[src/rtl/core/gtg_pkg.sv]
// Shared types, constants and the arctangent table of the go-to-goal controller.
`default_nettype none
package gtg_pkg;

  localparam int unsigned SqrtBits = 17;
  localparam int unsigned RemWidth = 35;
  localparam int unsigned CordicW  = 28;
  localparam int unsigned AngleW   = 34;
  localparam int unsigned TabBits  = 5;

  localparam logic signed [AngleW-1:0] PiQ30   = 34'sd3373259426;
  localparam logic signed [16:0]       PiQ12   = 17'sd12868;
  localparam logic signed [16:0]       TwoPiQ12 = 17'sd25736;

  typedef enum logic [1:0] {
    MODE_ARRIVED = 2'd0,
    MODE_TURN    = 2'd1,
    MODE_DRIVE   = 2'd2
  } drive_mode_e;

  typedef enum logic [2:0] {
    REG_TARGET_X  = 3'd0,
    REG_TARGET_Y  = 3'd1,
    REG_GAIN_LIN  = 3'd2,
    REG_GAIN_ANG  = 3'd3,
    REG_SPEED_LIM = 3'd4,
    REG_ARRIVE_R  = 3'd5,
    REG_HEAD_TOL  = 3'd6,
    REG_UNUSED    = 3'd7
  } cfg_reg_e;

  typedef struct packed {
    logic signed [16:0] dx;
    logic signed [16:0] dy;
    logic signed [14:0] heading;
  } sq_side_t;

  typedef struct packed {
    logic [SqrtBits-1:0] reach;
    logic signed [14:0]  heading;
  } cd_side_t;

  function automatic logic signed [AngleW-1:0] atan_q30(input logic [TabBits-1:0] idx);
    logic signed [AngleW-1:0] r;
    unique case (idx)
      5'd0:  r = 34'sd843314856;
      5'd1:  r = 34'sd497837829;
      5'd2:  r = 34'sd263043836;
      5'd3:  r = 34'sd133525158;
      5'd4:  r = 34'sd67021686;
      5'd5:  r = 34'sd33543515;
      5'd6:  r = 34'sd16775850;
      5'd7:  r = 34'sd8388437;
      5'd8:  r = 34'sd4194282;
      5'd9:  r = 34'sd2097149;
      5'd10: r = 34'sd1048575;
      5'd11: r = 34'sd524287;
      5'd12: r = 34'sd262143;
      5'd13: r = 34'sd131071;
      5'd14: r = 34'sd65535;
      5'd15: r = 34'sd32767;
      5'd16: r = 34'sd16383;
      5'd17: r = 34'sd8191;
      5'd18: r = 34'sd4095;
      5'd19: r = 34'sd2047;
      5'd20: r = 34'sd1023;
      5'd21: r = 34'sd511;
      5'd22: r = 34'sd255;
      5'd23: r = 34'sd127;
      default: r = '0;
    endcase
    return r;
  endfunction

endpackage
`default_nettype wire

[src/rtl/core/gtg_cordic.sv]
// Pipelined vectoring CORDIC giving atan2 in Q3.12 radians.
`default_nettype none
module gtg_cordic #(
  parameter int unsigned STEPS = 16
) (
  input  wire logic               clk_i,
  input  wire logic               rst_ni,
  input  wire logic               valid_i,
  output logic                    ready_o,
  input  wire logic signed [16:0] dx_i,
  input  wire logic signed [16:0] dy_i,
  input  wire gtg_pkg::cd_side_t  side_i,
  output logic                    valid_o,
  input  wire logic               ready_i,
  output logic signed [15:0]      angle_o,
  output gtg_pkg::cd_side_t       side_o
);
  import gtg_pkg::*;

  logic signed [CordicW-1:0] x_q [STEPS+1];
  logic signed [CordicW-1:0] y_q [STEPS+1];
  logic signed [AngleW-1:0]  z_q [STEPS+1];
  cd_side_t                  side_q [STEPS+1];
  logic [STEPS:0]            v_q;
  logic [STEPS+1:0]          en;

  logic signed [CordicW-1:0] x0, y0;
  logic signed [AngleW-1:0]  zr;

  always_comb begin
    en[STEPS+1] = ready_i;
    for (int j = STEPS; j >= 0; j--) begin
      en[j] = !v_q[j] || en[j+1];
    end
  end

  assign x0 = $signed({{3{dx_i[16]}}, dx_i, 8'b0});
  assign y0 = $signed({{3{dy_i[16]}}, dy_i, 8'b0});

  always_ff @(posedge clk_i or negedge rst_ni) begin
    if (!rst_ni) begin
      v_q[0] <= 1'b0;
    end else if (en[0]) begin
      v_q[0] <= valid_i;
    end
  end

  always_ff @(posedge clk_i) begin
    if (en[0]) begin
      side_q[0] <= side_i;
      if (x0 < 0) begin
        x_q[0] <= -x0;
        y_q[0] <= -y0;
        z_q[0] <= (y0 >= 0) ? PiQ30 : -PiQ30;
      end else begin
        x_q[0] <= x0;
        y_q[0] <= y0;
        z_q[0] <= '0;
      end
    end
  end

  for (genvar i = 0; i < STEPS; i++) begin : g_step
    logic signed [CordicW-1:0] xs, ys;
    assign xs = x_q[i] >>> i;
    assign ys = y_q[i] >>> i;

    always_ff @(posedge clk_i or negedge rst_ni) begin
      if (!rst_ni) begin
        v_q[i+1] <= 1'b0;
      end else if (en[i+1]) begin
        v_q[i+1] <= v_q[i];
      end
    end

    always_ff @(posedge clk_i) begin
      if (en[i+1]) begin
        side_q[i+1] <= side_q[i];
        if (y_q[i] > 0) begin
          x_q[i+1] <= x_q[i] + ys;
          y_q[i+1] <= y_q[i] - xs;
          z_q[i+1] <= z_q[i] + atan_q30(TabBits'(i));
        end else begin
          x_q[i+1] <= x_q[i] - ys;
          y_q[i+1] <= y_q[i] + xs;
          z_q[i+1] <= z_q[i] - atan_q30(TabBits'(i));
        end
      end
    end
  end

  assign zr      = z_q[STEPS] + AngleW'(131072);
  assign angle_o = zr[AngleW-1:18];
  assign ready_o = en[0];
  assign valid_o = v_q[STEPS];
  assign side_o  = side_q[STEPS];

endmodule
`default_nettype wire

[config.mk]
export PLATFORM = sky130hd
export DESIGN_NAME = gtg_cordic
export DESIGN_NICKNAME = d
export VERILOG_FILES = /design/src/rtl/core/gtg_pkg.sv /design/src/rtl/core/gtg_cordic.sv
export SDC_FILE = /design/constraint.sdc
export NUM_CORES = 2
export LEC_CHECK = 0
export BUFFER_PORTS_ARGS = -buffer_cell sky130_fd_sc_hd__buf_2
export CAP_MARGIN = 10
export CORE_UTILIZATION = 50
export DETAILED_ROUTE_END_ITERATION = 8
export PLACE_DENSITY = 0.69
export SYNTH_ARGS = -nofsm -noshare
export SYNTH_HDL_FRONTEND = slang
export SYNTH_SLANG_ARGS = --single-unit
[constraint.sdc]
create_clock -name clk_i -period 17.2 [get_ports clk_i]
set_clock_uncertainty 0.2 [all_clocks]
set_input_delay 1.72 -clock clk_i [delete_from_list [all_inputs] [get_ports clk_i]]
set_output_delay 1.72 -clock clk_i [all_outputs]
set_load 0.02 [all_outputs]
==> Word level (Yosys, flattened, before mapping) <==
Memory sizes are Yosys's and may differ from the RTL's.
Index checks and enable logic that the tools add are counted.
{ "totals": {"n_memories": 4, "ram_bits": 2074, "input_bits": 70, "elab_cells": 410, "out_inout_bits": 50, "ff_bits": 17} }
{ "memory_table": {"columns": ["memory", "words", "word_bits", "rd", "rd_ports_with_merged_regs", "write_ports", "line_no", "text"], "rows": [
  ["z_q", 17, 34, 17, 0, 17, "gtg_cordic.sv:22", "logic signed [AngleW-1:0] z_q [STEPS+1];"],
  ["side_q", 17, 32, 17, 0, 17, "gtg_cordic.sv:23", "cd_side_t side_q [STEPS+1];"],
  ["x_q", 17, 28, 16, 0, 17, "gtg_cordic.sv:20", "logic signed [CordicW-1:0] x_q [STEPS+1];"],
  ["y_q", 17, 28, 16, 0, 17, "gtg_cordic.sv:21", "logic signed [CordicW-1:0] y_q [STEPS+1];"]
]} }
{ "op_classes": {"magnitude_cmp": 18, "reduce_logical": 34, "n_mux": 188, "add_sub_neg": 98, "bitwise_logic": 51} }
{ "op_table": {"columns": ["op", "n"], "rows": [
  ["$mux 28", 34],
  ["$mux 34", 18],
  ["$gt 28x1->1 const B", 16],
  ["$mux 1", 136],
  ["$add 34x19->34 const B", 2],
  ["$add 28x13->28", 2],
  ["$add 28x14->28", 2],
  ["$add 28x15->28", 2],
  ["$add 28x16->28", 2],
  ["$add 28x17->28", 2],
  ["$add 28x18->28", 2],
  ["$add 28x19->28", 2],
  ["$add 28x20->28", 2],
  ["$add 28x21->28", 2],
  ["$add 28x22->28", 2],
  ["$add 28x23->28", 2],
  ["$add 28x24->28", 2],
  ["$add 28x25->28", 2],
  ["$add 28x26->28", 2],
  ["$add 28x27->28", 2],
  ["$neg 25->28", 2],
  ["$sub 28x13->28", 2],
  ["$sub 28x14->28", 2],
  ["$sub 28x15->28", 2],
  ["other kinds (50)", 145]
]} }

==> Logic depth before layout (Yosys ltp) <==
{ "logic_depth": {"ltp_word": 21, "depth_mapped": 27, "ltp_nobuf": 26} }

==> Worst setup path before layout <==
No wires, ideal clock.
{ "synth_timing": {"path_type": "input to register", "startpoint": "in ready_i", "endpoint": "mem z_q[3][31] (data pin)", "setup_slack_ps": 1571, "arrival_time_ps": 15170, "path_stages": 22, "setup_time_ps": 259, "path_buffers": 1, "t_required_ps": 16741, "path_cell_list": "nand3b_1 > nor2_1 > inv_1 > nor2_1 > clkinv_1 > nor2_1 > nand2_1 > o21ai_1 > clkbuf_1 > ha_1 > a21o_1 > a21oi_1 > nor2b_1 > o21ai_0 > a31oi_1 > a21oi_1 > o21ai_0 > a221oi_1 > o211ai_1 > a221o_1 > a21oi_1 > xnor2_1"} }
{ "synth_lines": {"columns": ["element", "line_no", "text"], "rows": [
  ["from (decl)", "gtg_cordic.sv:14", "input wire logic ready_i,"],
  ["to (decl)", "gtg_cordic.sv:22", null]
]} }

==> impl_metrics.yaml <==
layout:
  drive_gt1_share_pct: 5.46
  final_common_cell: "edfxtp_1"
  multi_input_area_um2: 65500
  area_growth_pct: 9.51
  mostFrequentLayoutCells: "edfxtp_1, ha_1, xnor2_1"
  fill_cells: 20975
  fin_util_pct: 55.1
  regArea_um2: 55900
  nNetsFinal: 13232
clock_network:
  numCtsBuffers: 204
  clkLatencyLatePin_ps: 880
  clock-sinks: 1866
  clockRootBuffer: "clkbuf_16"
  cts-htree-levels: 4
  cts_max_path_buffers: 3
  cts_hold_buf: 0
  cts_resized: 0
  path_clk_slew_ps: 60
  cts_setup_buffers: 0
  cts_tree: "yes"
grt:
  grt_overflow: 0
  grt_max_degree: 76
  grt_pass1_vias: 87197
  antenna_found_initial: 9
  grt_usage_pct: 23.5
  grt_first_pass_wirelength_um: 469000
critical_path:
  crit_fanout: 45
  critPathArrivalTime_ps: 9890
  cp_top_family: "compound AO/OA/AOI/OAI gates"
  reg2reg_from: "valid_o"
  rrSetupSlack_ps: 8320
  critPathSlowestCell: "nor2_1"
  reg2regPathDepth: 26
  cp-end-kind: "flip-flop"
  endpoint: "x_q[6][27]"
  worstPathRequired_ps: 17580
  worstSetupPathType: "in2reg"
  critPathLaunchType: "input pin"
  worstReg2RegEnd: "x_q[6][27]"
  slowest_delay_ps: 820
  cpMostUsedCell: "a21oi_1"
  cp.depth: 27
  cp-startpoint: "ready_i"
  path_buf_inv: 7
synth:
  synth_nets: 12986
  synth_area_leader_cell: "edfxtp_1"
  async_reset_ff_share_pct: 0.911
  syn_area_per_cell_um2: 10.6
  synth_edf_count: 1849
  seq_area_frac_synth_pct: 45.2
  synth.area.top_cells: "edfxtp_1, ha_1, xnor2_1, a21oi_1, xor2_1"
  ys_seq_elements: 1866
  synth_top_area_share_pct: 44.9
  ys_types: 87
  yosysWarnings: 0
  netlist_area_um2: 124000
  syn_inst: 11622
  synth_top_flop_cell: "edfxtp_1"
route:
  drc: 0
  drtIter0Drc: 6062
  vias: 88984
  drt_wl_total_um: 301000
  ant_nets: 0
  via_per_inst: 5.83
  avgRoutedWirePerCell_um: 19.7
  dr.pass1.iters: 6
sta:
  setup_viol: 0
  hold_violations: 0
  worstMarginPinSlew_ps: 1170
  setup_tns_ps: 0
  finalMaxSlewViolations: 0
  fin_crit_sh_pct: 55.3
  rsz0062_at_grt: "false"
  fmax_mhz: 105
  timing.slew.headroom_pct: 21.2
  fin_crit_ps: 9510
flow_run:
  cap_violations: 0
die:
  row_count: 182
  die_w_um: 500
  core_um2: 246000
  die_y_um: 500
  initial_core_util_pct: 50.3
  dieArea_um2: 250000
  io-pin-count: 120
status:
  status: "completed"
worst_hold_path:
  holdPathStages: 0
  hold_path_startpoint: "side_q[1][94]"
  hold_class: "reg2reg"
placed_design:
  dpl.hpwl_um: 236000
  port_buffers: 119
  routabilityCongestion: 0.918
==> cells by family (layout without fill, tap and decap cells) <==
family / after synthesis / after routing / share of synthesized area (%)
compound gates: 3303 / 3303 / 16.8
simple gates: 2901 / 2901 / 11.3
flops: 1866 / 1866 / 45.2
xor+xnor: 1561 / 1561 / 11.0
fa+ha+maj: 1294 / 1294 / 13.3
buf+inv: 653 / 1073 / 1.99
mux: 44 / 44 / 0.386
other cells: 0 / 5 / 0
==> state kept, by name, indices dropped and copies added (netlist names) <==
| name | flops |
|---|---|
| y_q | 415 |
| v_q | 16 |
| z_q | 515 |
| valid_o | 1 |
| side_q | 544 |
| x_q | 375 |
==> per-layer routing <==
metal | up-vias | routed length, um | track usage, %
met5 | - | 0 | 0
met4 | 0 | 11300 | 8.80
met3 | 526 | 12700 | 2.83
met2 | 1964 | 149000 | 41.8
met1 | 42686 | 128000 | 29.1
li1 | 43808 | - | -
==> worst min path at each step <==
stage / slack [ps] / to
after global placement: 200 / side_q[2][56]
final: 180 / side_q[1][126]
after floorplan: 200 / side_q[0][100]
after global routing: 180 / side_q[1][70]
after CTS: 180 / side_q[1][80]
after detailed placement: 200 / side_q[0][101]
==> through the flow <==
step,hold slack [ps],area [um2],setup slack [ps],instances
2_1_floorplan,200,124000,1570,11622
3_3_place_gp,200,129000,6980,14881
4_1_cts,179,136000,7760,15261
6_report,178,136000,7690,15267
5_1_grt,184,136000,7080,15266
3_5_place_dp,205,129000,6870,14881
==> area by class of cell <==
class	count	area share (%)
multi-input combinational	9103	48.4
tap	3220	2.97
timing repair buffer	184	0.809
inverter	509	1.42
clock inverter	140	1.28
antenna	5	0.00923
clock buffer	240	3.87
sequential	1866	41.3
==> synthesized netlist by cell type, types with 19 or more instances <==
cell type	count
edfxtp_1	1849
ha_1	1260
xnor2_1	1028
a21oi_1	987
nor2_1	872
o21ai_0	763
nand2_1	668
xor2_1	533
inv_1	501
a21o_1	422
nor3_1	231
nand2b_1	196
o21a_1	192
nand3_1	186
o21bai_1	167
nor2b_1	163
o31ai_1	142
clkbuf_1	129
or3_1	118
a31oi_1	94
a211oi_1	90
nor4_1	84
and3_1	71
nand4_1	71
o41ai_1	61
or4_1	59
or2_2	55
a21boi_0	54
and2_1	54
o211ai_1	49
fa_1	34
o31a_1	31
a31o_2	28
mux2_2	27
o22ai_1	24
a211o_1	19
nand3b_1	19
==> worst register-to-register path, stage by stage, from the launching register on <==
cell      delay (ps)
dfrtp_1          370
nand3b_1          80
buf_4            280
nor2_1           820
inv_4            400
nor2_1           560
inv_4             90
nor2_1           730
and2_1           410
inv_4            270
o21ai_4          140
inv_1            290
buf_4            380
a21boi_0         350
ha_1             290
nor2b_1          130
o21a_1           180
o21ai_0          260
a21oi_1          150
a21oi_1          310
o21ai_0          210
a211oi_1         550
a21oi_1          210
o21ai_0          300
a21oi_1          140
o41ai_1          350
xnor2_1          130
Power is left out: the tool's default activity adds up to more than one toggle a clock period on the data nets, which glitch-free logic cannot reach.
