`config.mk`:
```
export PLATFORM = sky130hd
export DESIGN_NAME = gtg_sqrt
export DESIGN_NICKNAME = d
export VERILOG_FILES = /design/src/rtl/core/gtg_pkg.sv /design/src/rtl/core/gtg_sqrt.sv
export SDC_FILE = /design/constraint.sdc
export NUM_CORES = 1
export LEC_CHECK = 0
export BUFFER_PORTS_ARGS = -buffer_cell sky130_fd_sc_hd__buf_2
export CAP_MARGIN = 20
export CORE_MARGIN = 8
export CORE_UTILIZATION = 25
export DETAILED_ROUTE_END_ITERATION = 16
export HOLD_SLACK_MARGIN = 0.08
export SLEW_MARGIN = 10
export SYNTH_ARGS = -nofsm -noshare
export SYNTH_HDL_FRONTEND = slang
export SYNTH_SLANG_ARGS = --single-unit
export TNS_END_PERCENT = 5
```
`constraint.sdc`:
```
create_clock -name clk_i -period 9.8 [get_ports clk_i]
set_input_delay 0 -clock clk_i [delete_from_list [all_inputs] [get_ports clk_i]]
set_output_delay 0 -clock clk_i [all_outputs]
set_load 0.01 [all_outputs]
```
`src/rtl/core/gtg_pkg.sv`:
```
// Shared types, constants and the arctangent table of the go-to-goal controller.
`default_nettype none
package gtg_pkg;

  localparam int unsigned SqrtBits = 17;
  localparam int unsigned RemWidth = 35;
  localparam int unsigned CordicW  = 28;
  localparam int unsigned AngleW   = 34;
  localparam int unsigned TabBits  = 5;

  localparam logic signed [AngleW-1:0] PiQ30   = 34'sd3373259426;
  localparam logic signed [16:0]       PiQ12   = 17'sd12868;
  localparam logic signed [16:0]       TwoPiQ12 = 17'sd25736;

  typedef enum logic [1:0] {
    MODE_ARRIVED = 2'd0,
    MODE_TURN    = 2'd1,
    MODE_DRIVE   = 2'd2
  } drive_mode_e;

  typedef enum logic [2:0] {
    REG_TARGET_X  = 3'd0,
    REG_TARGET_Y  = 3'd1,
    REG_GAIN_LIN  = 3'd2,
    REG_GAIN_ANG  = 3'd3,
    REG_SPEED_LIM = 3'd4,
    REG_ARRIVE_R  = 3'd5,
    REG_HEAD_TOL  = 3'd6,
    REG_UNUSED    = 3'd7
  } cfg_reg_e;

  typedef struct packed {
    logic signed [16:0] dx;
    logic signed [16:0] dy;
    logic signed [14:0] heading;
  } sq_side_t;

  typedef struct packed {
    logic [SqrtBits-1:0] reach;
    logic signed [14:0]  heading;
  } cd_side_t;

  function automatic logic signed [AngleW-1:0] atan_q30(input logic [TabBits-1:0] idx);
    logic signed [AngleW-1:0] r;
    unique case (idx)
      5'd0:  r = 34'sd843314856;
      5'd1:  r = 34'sd497837829;
      5'd2:  r = 34'sd263043836;
      5'd3:  r = 34'sd133525158;
      5'd4:  r = 34'sd67021686;
      5'd5:  r = 34'sd33543515;
      5'd6:  r = 34'sd16775850;
      5'd7:  r = 34'sd8388437;
      5'd8:  r = 34'sd4194282;
      5'd9:  r = 34'sd2097149;
      5'd10: r = 34'sd1048575;
      5'd11: r = 34'sd524287;
      5'd12: r = 34'sd262143;
      5'd13: r = 34'sd131071;
      5'd14: r = 34'sd65535;
      5'd15: r = 34'sd32767;
      5'd16: r = 34'sd16383;
      5'd17: r = 34'sd8191;
      5'd18: r = 34'sd4095;
      5'd19: r = 34'sd2047;
      5'd20: r = 34'sd1023;
      5'd21: r = 34'sd511;
      5'd22: r = 34'sd255;
      5'd23: r = 34'sd127;
      default: r = '0;
    endcase
    return r;
  endfunction

endpackage
`default_nettype wire

```
`src/rtl/core/gtg_sqrt.sv`:
```
// Pipelined integer square root, one result bit per stage.
`default_nettype none
module gtg_sqrt (
  input  wire logic                            clk_i,
  input  wire logic                            rst_ni,
  input  wire logic                            valid_i,
  output logic                                 ready_o,
  input  wire logic [gtg_pkg::RemWidth-1:0]    value_i,
  input  wire gtg_pkg::sq_side_t               side_i,
  output logic                                 valid_o,
  input  wire logic                            ready_i,
  output logic [gtg_pkg::SqrtBits-1:0]         root_o,
  output gtg_pkg::sq_side_t                    side_o
);
  import gtg_pkg::*;

  localparam int unsigned N = SqrtBits;

  logic [RemWidth-1:0] rem_q  [N];
  logic [SqrtBits-1:0] root_q [N];
  sq_side_t            side_q [N];
  logic [N-1:0]        v_q;
  logic [N:0]          en;

  always_comb begin
    en[N] = ready_i;
    for (int j = N - 1; j >= 0; j--) begin
      en[j] = !v_q[j] || en[j+1];
    end
  end

  for (genvar j = 0; j < N; j++) begin : g_stage
    localparam int unsigned B = N - 1 - j;
    logic [RemWidth-1:0] rem_in, trial, rem_d;
    logic [SqrtBits-1:0] root_in, root_d;
    sq_side_t            side_in;
    logic                v_in;

    if (j == 0) begin : g_first
      assign rem_in  = value_i;
      assign root_in = '0;
      assign side_in = side_i;
      assign v_in    = valid_i;
    end else begin : g_next
      assign rem_in  = rem_q[j-1];
      assign root_in = root_q[j-1];
      assign side_in = side_q[j-1];
      assign v_in    = v_q[j-1];
    end

    always_comb begin
      trial = (RemWidth'(root_in) << (B + 1)) | (RemWidth'(1) << (2 * B));
      rem_d  = rem_in;
      root_d = root_in;
      if (rem_in >= trial) begin
        rem_d  = rem_in - trial;
        root_d = root_in | (SqrtBits'(1) << B);
      end
    end

    always_ff @(posedge clk_i or negedge rst_ni) begin
      if (!rst_ni) begin
        v_q[j] <= 1'b0;
      end else if (en[j]) begin
        v_q[j] <= v_in;
      end
    end

    always_ff @(posedge clk_i) begin
      if (en[j]) begin
        rem_q[j]  <= rem_d;
        root_q[j] <= root_d;
        side_q[j] <= side_in;
      end
    end
  end

  assign ready_o = en[0];
  assign valid_o = v_q[N-1];
  assign root_o  = root_q[N-1];
  assign side_o  = side_q[N-1];

endmodule
`default_nettype wire

```
Yosys cells after proc, flatten, opt, wreduce, memory -nomap -nowiden --
Memories as Yosys holds them, arrays and structs flattened. Cells that the tools add are included.
Storage, ports and cells: flip-flop bits (word level) 17, memory bits (writable) 1717, bits of input ports 88, logic and storage cells 156, memories kept 3
Operators by class: add/sub/neg operators 17, magnitude comparators 17, muxes and demuxes 68, reductions and logical operators 34
Memories:
- side_q | depth 17, bits a word 49, read ports 17, clocked after Yosys merged registers in 0, write ports 17, RTL line gtg_sqrt.sv:21 | sq_side_t side_q [N];
- rem_q | depth 17, bits a word 35, read ports 16, clocked after Yosys merged registers in 0, write ports 17, RTL line gtg_sqrt.sv:19 | logic [RemWidth-1:0] rem_q [N];
- root_q | depth 17, bits a word 17, read ports 17, clocked after Yosys merged registers in 0, write ports 17, RTL line gtg_sqrt.sv:20 | logic [SqrtBits-1:0] root_q [N];
Operators with widths (number):
- 35-bit 2-to-1 mux | 17
- 35-bit by 18-bit >= comparator with 1-bit output | 1
- 35-bit by 19-bit >= comparator with 1-bit output | 1
- 35-bit by 20-bit >= comparator with 1-bit output | 1
- 35-bit by 21-bit >= comparator with 1-bit output | 1
- 35-bit by 22-bit >= comparator with 1-bit output | 1
- 35-bit by 23-bit >= comparator with 1-bit output | 1
- 35-bit by 24-bit >= comparator with 1-bit output | 1
- 35-bit by 25-bit >= comparator with 1-bit output | 1
- 35-bit by 26-bit >= comparator with 1-bit output | 1
- 35-bit by 27-bit >= comparator with 1-bit output | 1
- 35-bit by 28-bit >= comparator with 1-bit output | 1
- 35-bit by 29-bit >= comparator with 1-bit output | 1
- 35-bit by 30-bit >= comparator with 1-bit output | 1
- 35-bit by 31-bit >= comparator with 1-bit output | 1
- 35-bit by 32-bit >= comparator with 1-bit output | 1
- 35-bit by 33-bit >= comparator with 1-bit output | 1
- 35-bit by 33-bit >= comparator with 1-bit output (second input constant) | 1
- 1-bit 2-to-1 mux | 35
- 35-bit by 18-bit subtractor with 35-bit output | 1
- 35-bit by 19-bit subtractor with 35-bit output | 1
- 35-bit by 20-bit subtractor with 35-bit output | 1
- 35-bit by 21-bit subtractor with 35-bit output | 1
- 35-bit by 22-bit subtractor with 35-bit output | 1
- other kinds (30) | 62

Longest topological paths before layout --
depth after elaboration 20, gate-level depth with buffers 12, depth with buffers taken out 11

Least setup slack after synthesis --
OpenSTA, ideal clock, no wires.
path type register to register, from register v_q[16], in the netlist valid_o, to memory rem_q[0][0] (enable), data arrival time 9.781 ns, required time 9.351 ns, path slack -0.430 ns, cell stages (with the launch flop) 10, buffers on the path 0, period minus slack after synthesis 10.230 ns, cells stage by stage dfrtp_1 nor2b_1 nand2_1 nor2_1 and2_1 inv_1 nor3_1 nand3_1 nor2_1 nand2_1
RTL lines:
- from (decl) | RTL line gtg_sqrt.sv:22 | logic [N-1:0] v_q;
- from (signal, indexed assignment) | RTL line gtg_sqrt.sv:65 | v_q[j] <= v_in;
- to (decl) | RTL line gtg_sqrt.sv:19

Worst setup path in the final report --
from register v_q[16], in the netlist valid_o, to output ready_o
On the way: longest elaborated chain between the ends 18
Ends and longest elaborated chain:
- 1-bit zero test | RTL line gtg_sqrt.sv:28 | en[j] = !v_q[j] || en[j+1];
- 1-bit logical OR (2 in series) | RTL line gtg_sqrt.sv:28
- named net en[15] | RTL line gtg_sqrt.sv:23 | logic [N:0] en;
- 1-bit logical OR (4 in series) | RTL line gtg_sqrt.sv:28
- named net en[11] | RTL line gtg_sqrt.sv:23
- 1-bit logical OR (9 in series) | RTL line gtg_sqrt.sv:28
- named net en[2] | RTL line gtg_sqrt.sv:23
- 1-bit logical OR (2 in series) | RTL line gtg_sqrt.sv:28
- to (decl) | RTL line gtg_sqrt.sv:7 | output logic ready_o,
The timed path passes the listed nets, and every way through them passes these cells.

==> run metrics <==
via count=28400; Filler cells=23000; final wirelength=96.6 mm; Synth Net Count=3713; Max Buffers Root-to-Sink=3; total number of placement rows=178; power density over the cells=252 nW/µm²; Worst Setup End Kind=output pin; setup TNS=0 ns; delay of the slowest cell on the worst path=0.52 ns; # DRC=0; CTS tree=yes; combinational cell fraction of total power=14.8%; period utilisation layout=49.2%; final net count=4189; Worst setup SP type=flop; Min Hold Slack=0.212 ns; Sinks on Clock Net=1563; clock latency on the worst-skew pair=0.78 ns; cell at the root of the clock tree=clkbuf_16; Worst IR Drop VDD=145 µV; Switch Pwr=4.58 mW; CTS H-Tree Depth=4; Final Core Density=30.0%; drt pass-1 iters=7; placed standard-cell area=63900 µm²; antenna violations before repair=0; aggregate global routing overflow=0; cell-internal power=13.2 mW; I/O Buffers=155; arrival time of data at the critical path endpoint=4.82 ns; static leakage=26.0 nW; RSZ-0062 raised after global routing=false; maximum clock skew at final layout=0.0608 ns; DR WL/cell=13.4 µm; post-CTS setup buffer count=0; register bit count reported by yosys=1563; number of failing hold endpoints at the final stage=0; global-route wire length before repair=154 mm; floorplan core area=235000 µm²; Tightest Pin Transition=1.06 ns; highest clock frequency the design can meet=207 MHz; shortest period the worst path allows=4.82 ns; worst setup timing slack at the placement stage=5.05 ns; CP delay by family, top=simple AND/OR/NAND/NOR gates; final estimated routing congestion in global placement=0.872; die area=252000 µm²; Worst Slack Setup Final=4.98 ns; die width=502 µm; Warnings, synthesis=0; share of final-layout standard cells stronger than drive strength 1=11.2%; total clock buffers created by CTS=147; run status=complete, no violations; initial core utilization=25.1%; ANT nets after route=0; cell with the largest stage delay on the worst path=nor2b_1; HPWL after detailed placement=68.4 mm; proportion of synthesized chip area in sequential cells=79.3%; switch share=25.7%; count of final setup violators=0; CP Cell Sequence=nor2b_1 -> nand2_4 -> nor2_1 -> and2_1 -> inv_4 -> nor3_1 -> buf_4 -> nand3_4 -> nor2_1 -> nand2_4 -> buf_2; number of buffer and inverter instances along the worst setup path=3; area of all sequential standard cells=46800 µm²; post-synthesis instance area=59100 µm²; number of enable flip-flop cells after synthesis=1546; max capacitance violation total=0; via-per-instance ratio=3.95; tightest slew margin relative to the limit=29.1%; part of the power in registers=54.8%; area occupied by multi-input gates=11300 µm²; clock-pin slew on the worst setup and hold paths=0.06 ns; Synth cell types=73; number of instances in the synthesized netlist=3457; I/O pin count=156; pins over their slew limit=0; clock network fraction of total power=30.4%; Critical Setup Path Class=reg -> out; PostCTS Resize Cnt=0; maximum fanout along the worst path=33; CP required=9.80 ns; all-layer global routing usage=7.46%; dominant register cell in the synthesized netlist=edfxtp_1; floorplan die height=502 µm; average instance area after synthesis=17.1 µm²; post-layout instance area=70500 µm²; area added between synthesis and finish=19.4%; fraction of registers with async set or reset after synthesis=1.09%; final instance count without filler cells=7196; DP Cell Count=6751; class of the worst hold path=in -> reg; vias in the first global route=28900; overall power of the completed layout=17.8 mW; largest net degree at the start of global routing=94; Starting DRT DRC Count=1644
==> kinds of logic (layout without fill, tap and decap cells) <==
| kind of cell | after synthesis | count (layout) | synth area share (%) |
|---|---|---|---|
| xor+xnor | 227 | 227 | 3.37 |
| buf+inv | 254 | 842 | 1.67 |
| flops | 1563 | 1563 | 79.3 |
| fa+ha+maj | 168 | 168 | 3.56 |
| mux | 18 | 18 | 0.322 |
| other cells | 0 | 1 | 0 |
| compound gates | 433 | 433 | 4.64 |
| simple gates | 794 | 794 | 7.14 |
==> Yosys cell counts (6+ instances only) <==
cell,n,area (µm²)
buf_2,8,40.0
nor3_1,74,370
nor4_1,95,594
or3_1,34,213
o21a_1,33,248
a211oi_1,11,82.6
a31oi_1,7,43.8
clkbuf_1,22,82.6
nor4b_1,15,131
ha_1,168,2100
a21o_1,42,315
nand3b_1,12,90.1
and4_1,7,61.3
nand4_1,31,194
nand2_1,194,728
o31ai_1,22,165
edfxtp_1,1546,46400
o41ai_1,7,61.3
nand2b_1,50,313
a21boi_0,7,52.6
mux2i_1,10,100
and3_1,14,87.6
dfrtp_1,17,425
o21ai_0,153,766
nor2_1,130,488
mux2_2,8,90.1
xor2_1,115,1010
a21oi_1,87,435
inv_1,217,815
xnor2_1,112,981
o31a_1,6,52.6
a211o_1,6,52.6
or2_2,17,106
nor2b_1,24,150
and2_1,10,62.6
or4_1,19,143
nand4b_1,10,87.6
nand3_1,38,190
==> cell type report <==
cell class | instances | area share (%)
multi-input combinational | 1640 | 16.1
tap | 3150 | 5.59
inverter | 219 | 1.18
sequential | 1563 | 66.4
clock buffer | 178 | 5.47
clock inverter | 83 | 1.14
timing repair buffer | 362 | 4.10
antenna | 1 | 0.00355
==> worst register-to-register path, stage by stage (launching register included) <==
cell	delay [ns]
dfrtp_1	0.33
nor2b_1	0.52
nand2_4	0.41
nor2_1	0.42
and2_1	0.33
inv_4	0.19
nor3_1	0.50
buf_4	0.26
nand3_4	0.22
nor2_1	0.40
clkinv_2	0.10
buf_4	0.40
==> power by group through the flow <==
| stage | clock, mW | combinational, mW | sequential [mW] |
|---|---|---|---|
| 2_1_floorplan | 0 | 1.96 | 9.63 |
| 3_3_place_gp | 0 | 2.50 | 9.87 |
| 3_5_place_dp | 0 | 2.56 | 9.89 |
| 4_1_cts | 5.61 | 2.63 | 9.76 |
| 5_1_grt | 5.85 | 2.95 | 9.89 |
| 6_report | 5.41 | 2.63 | 9.74 |
==> timing repair <==
| item | 4_1_cts | 5_1_grt |
|---|---|---|
| hold endpoints to repair | 162 | 0 |
| hold buffers | 174 | 0 |
| endpoints found under the setup margin | 0 | 0 |
==> cell usage in the layout, fill, tap and decap left out, types with 24 or more instances in the layout <==
master / instances
clkinv_1: 29
or3_1: 34
xnor2_1: 112
ha_1: 168
dlygate4sd3_1: 174
inv_1: 211
nand3_1: 35
a21o_1: 42
clkbuf_16: 150
nor4_1: 93
xor2_1: 115
clkbuf_1: 28
nor2b_1: 24
buf_4: 24
clkinv_2: 32
nor2_1: 130
nand2_1: 189
nor3_1: 74
nand4_1: 31
buf_2: 155
o21ai_0: 153
a21oi_1: 87
nand2b_1: 50
o21a_1: 33
edfxtp_1: 1546
==> routing by layer <==
metal  vias to the layer above  wire length (µm)  share of wire [%]  GRT usage [%]
li1                      14200                 -                  -              -
met1                     13500             43800                 45           9.31
met2                       558             45500                 47           12.5
met3                       199              4010                4.2           1.75
met4                         0              3270                3.4           3.14
met5                         -                 0                  0              0
==> registers in the layout, summed over array words and instances (netlist names) <==
signal and count:
root_q 153, side_q 833, valid_o 1, g_stage.v_in 16, rem_q 560
==> worst paths after layout <==
path                                           from                           to  slack, ns  cells past startpoint
setup reg to reg                valid_o$_DFFE_PN0P_       rem_q[0][55]$_DFFE_PP_       5.25                     11
hold / removal                          value_i[34]       rem_q[0][34]$_DFFE_PP_       0.21                      4
setup / recovery                valid_o$_DFFE_PN0P_                      ready_o       4.98                     11
max in group asynchronous                    rst_ni  g_stage[4].v_in$_DFFE_PN0P_       8.78                      3
min in group asynchronous                    rst_ni          valid_o$_DFFE_PN0P_       0.45                      3
hold reg to reg            side_q[1][271]$_DFFE_PP_     side_q[1][320]$_DFFE_PP_       0.39                      0
Power figures use the tool's default switching activity.
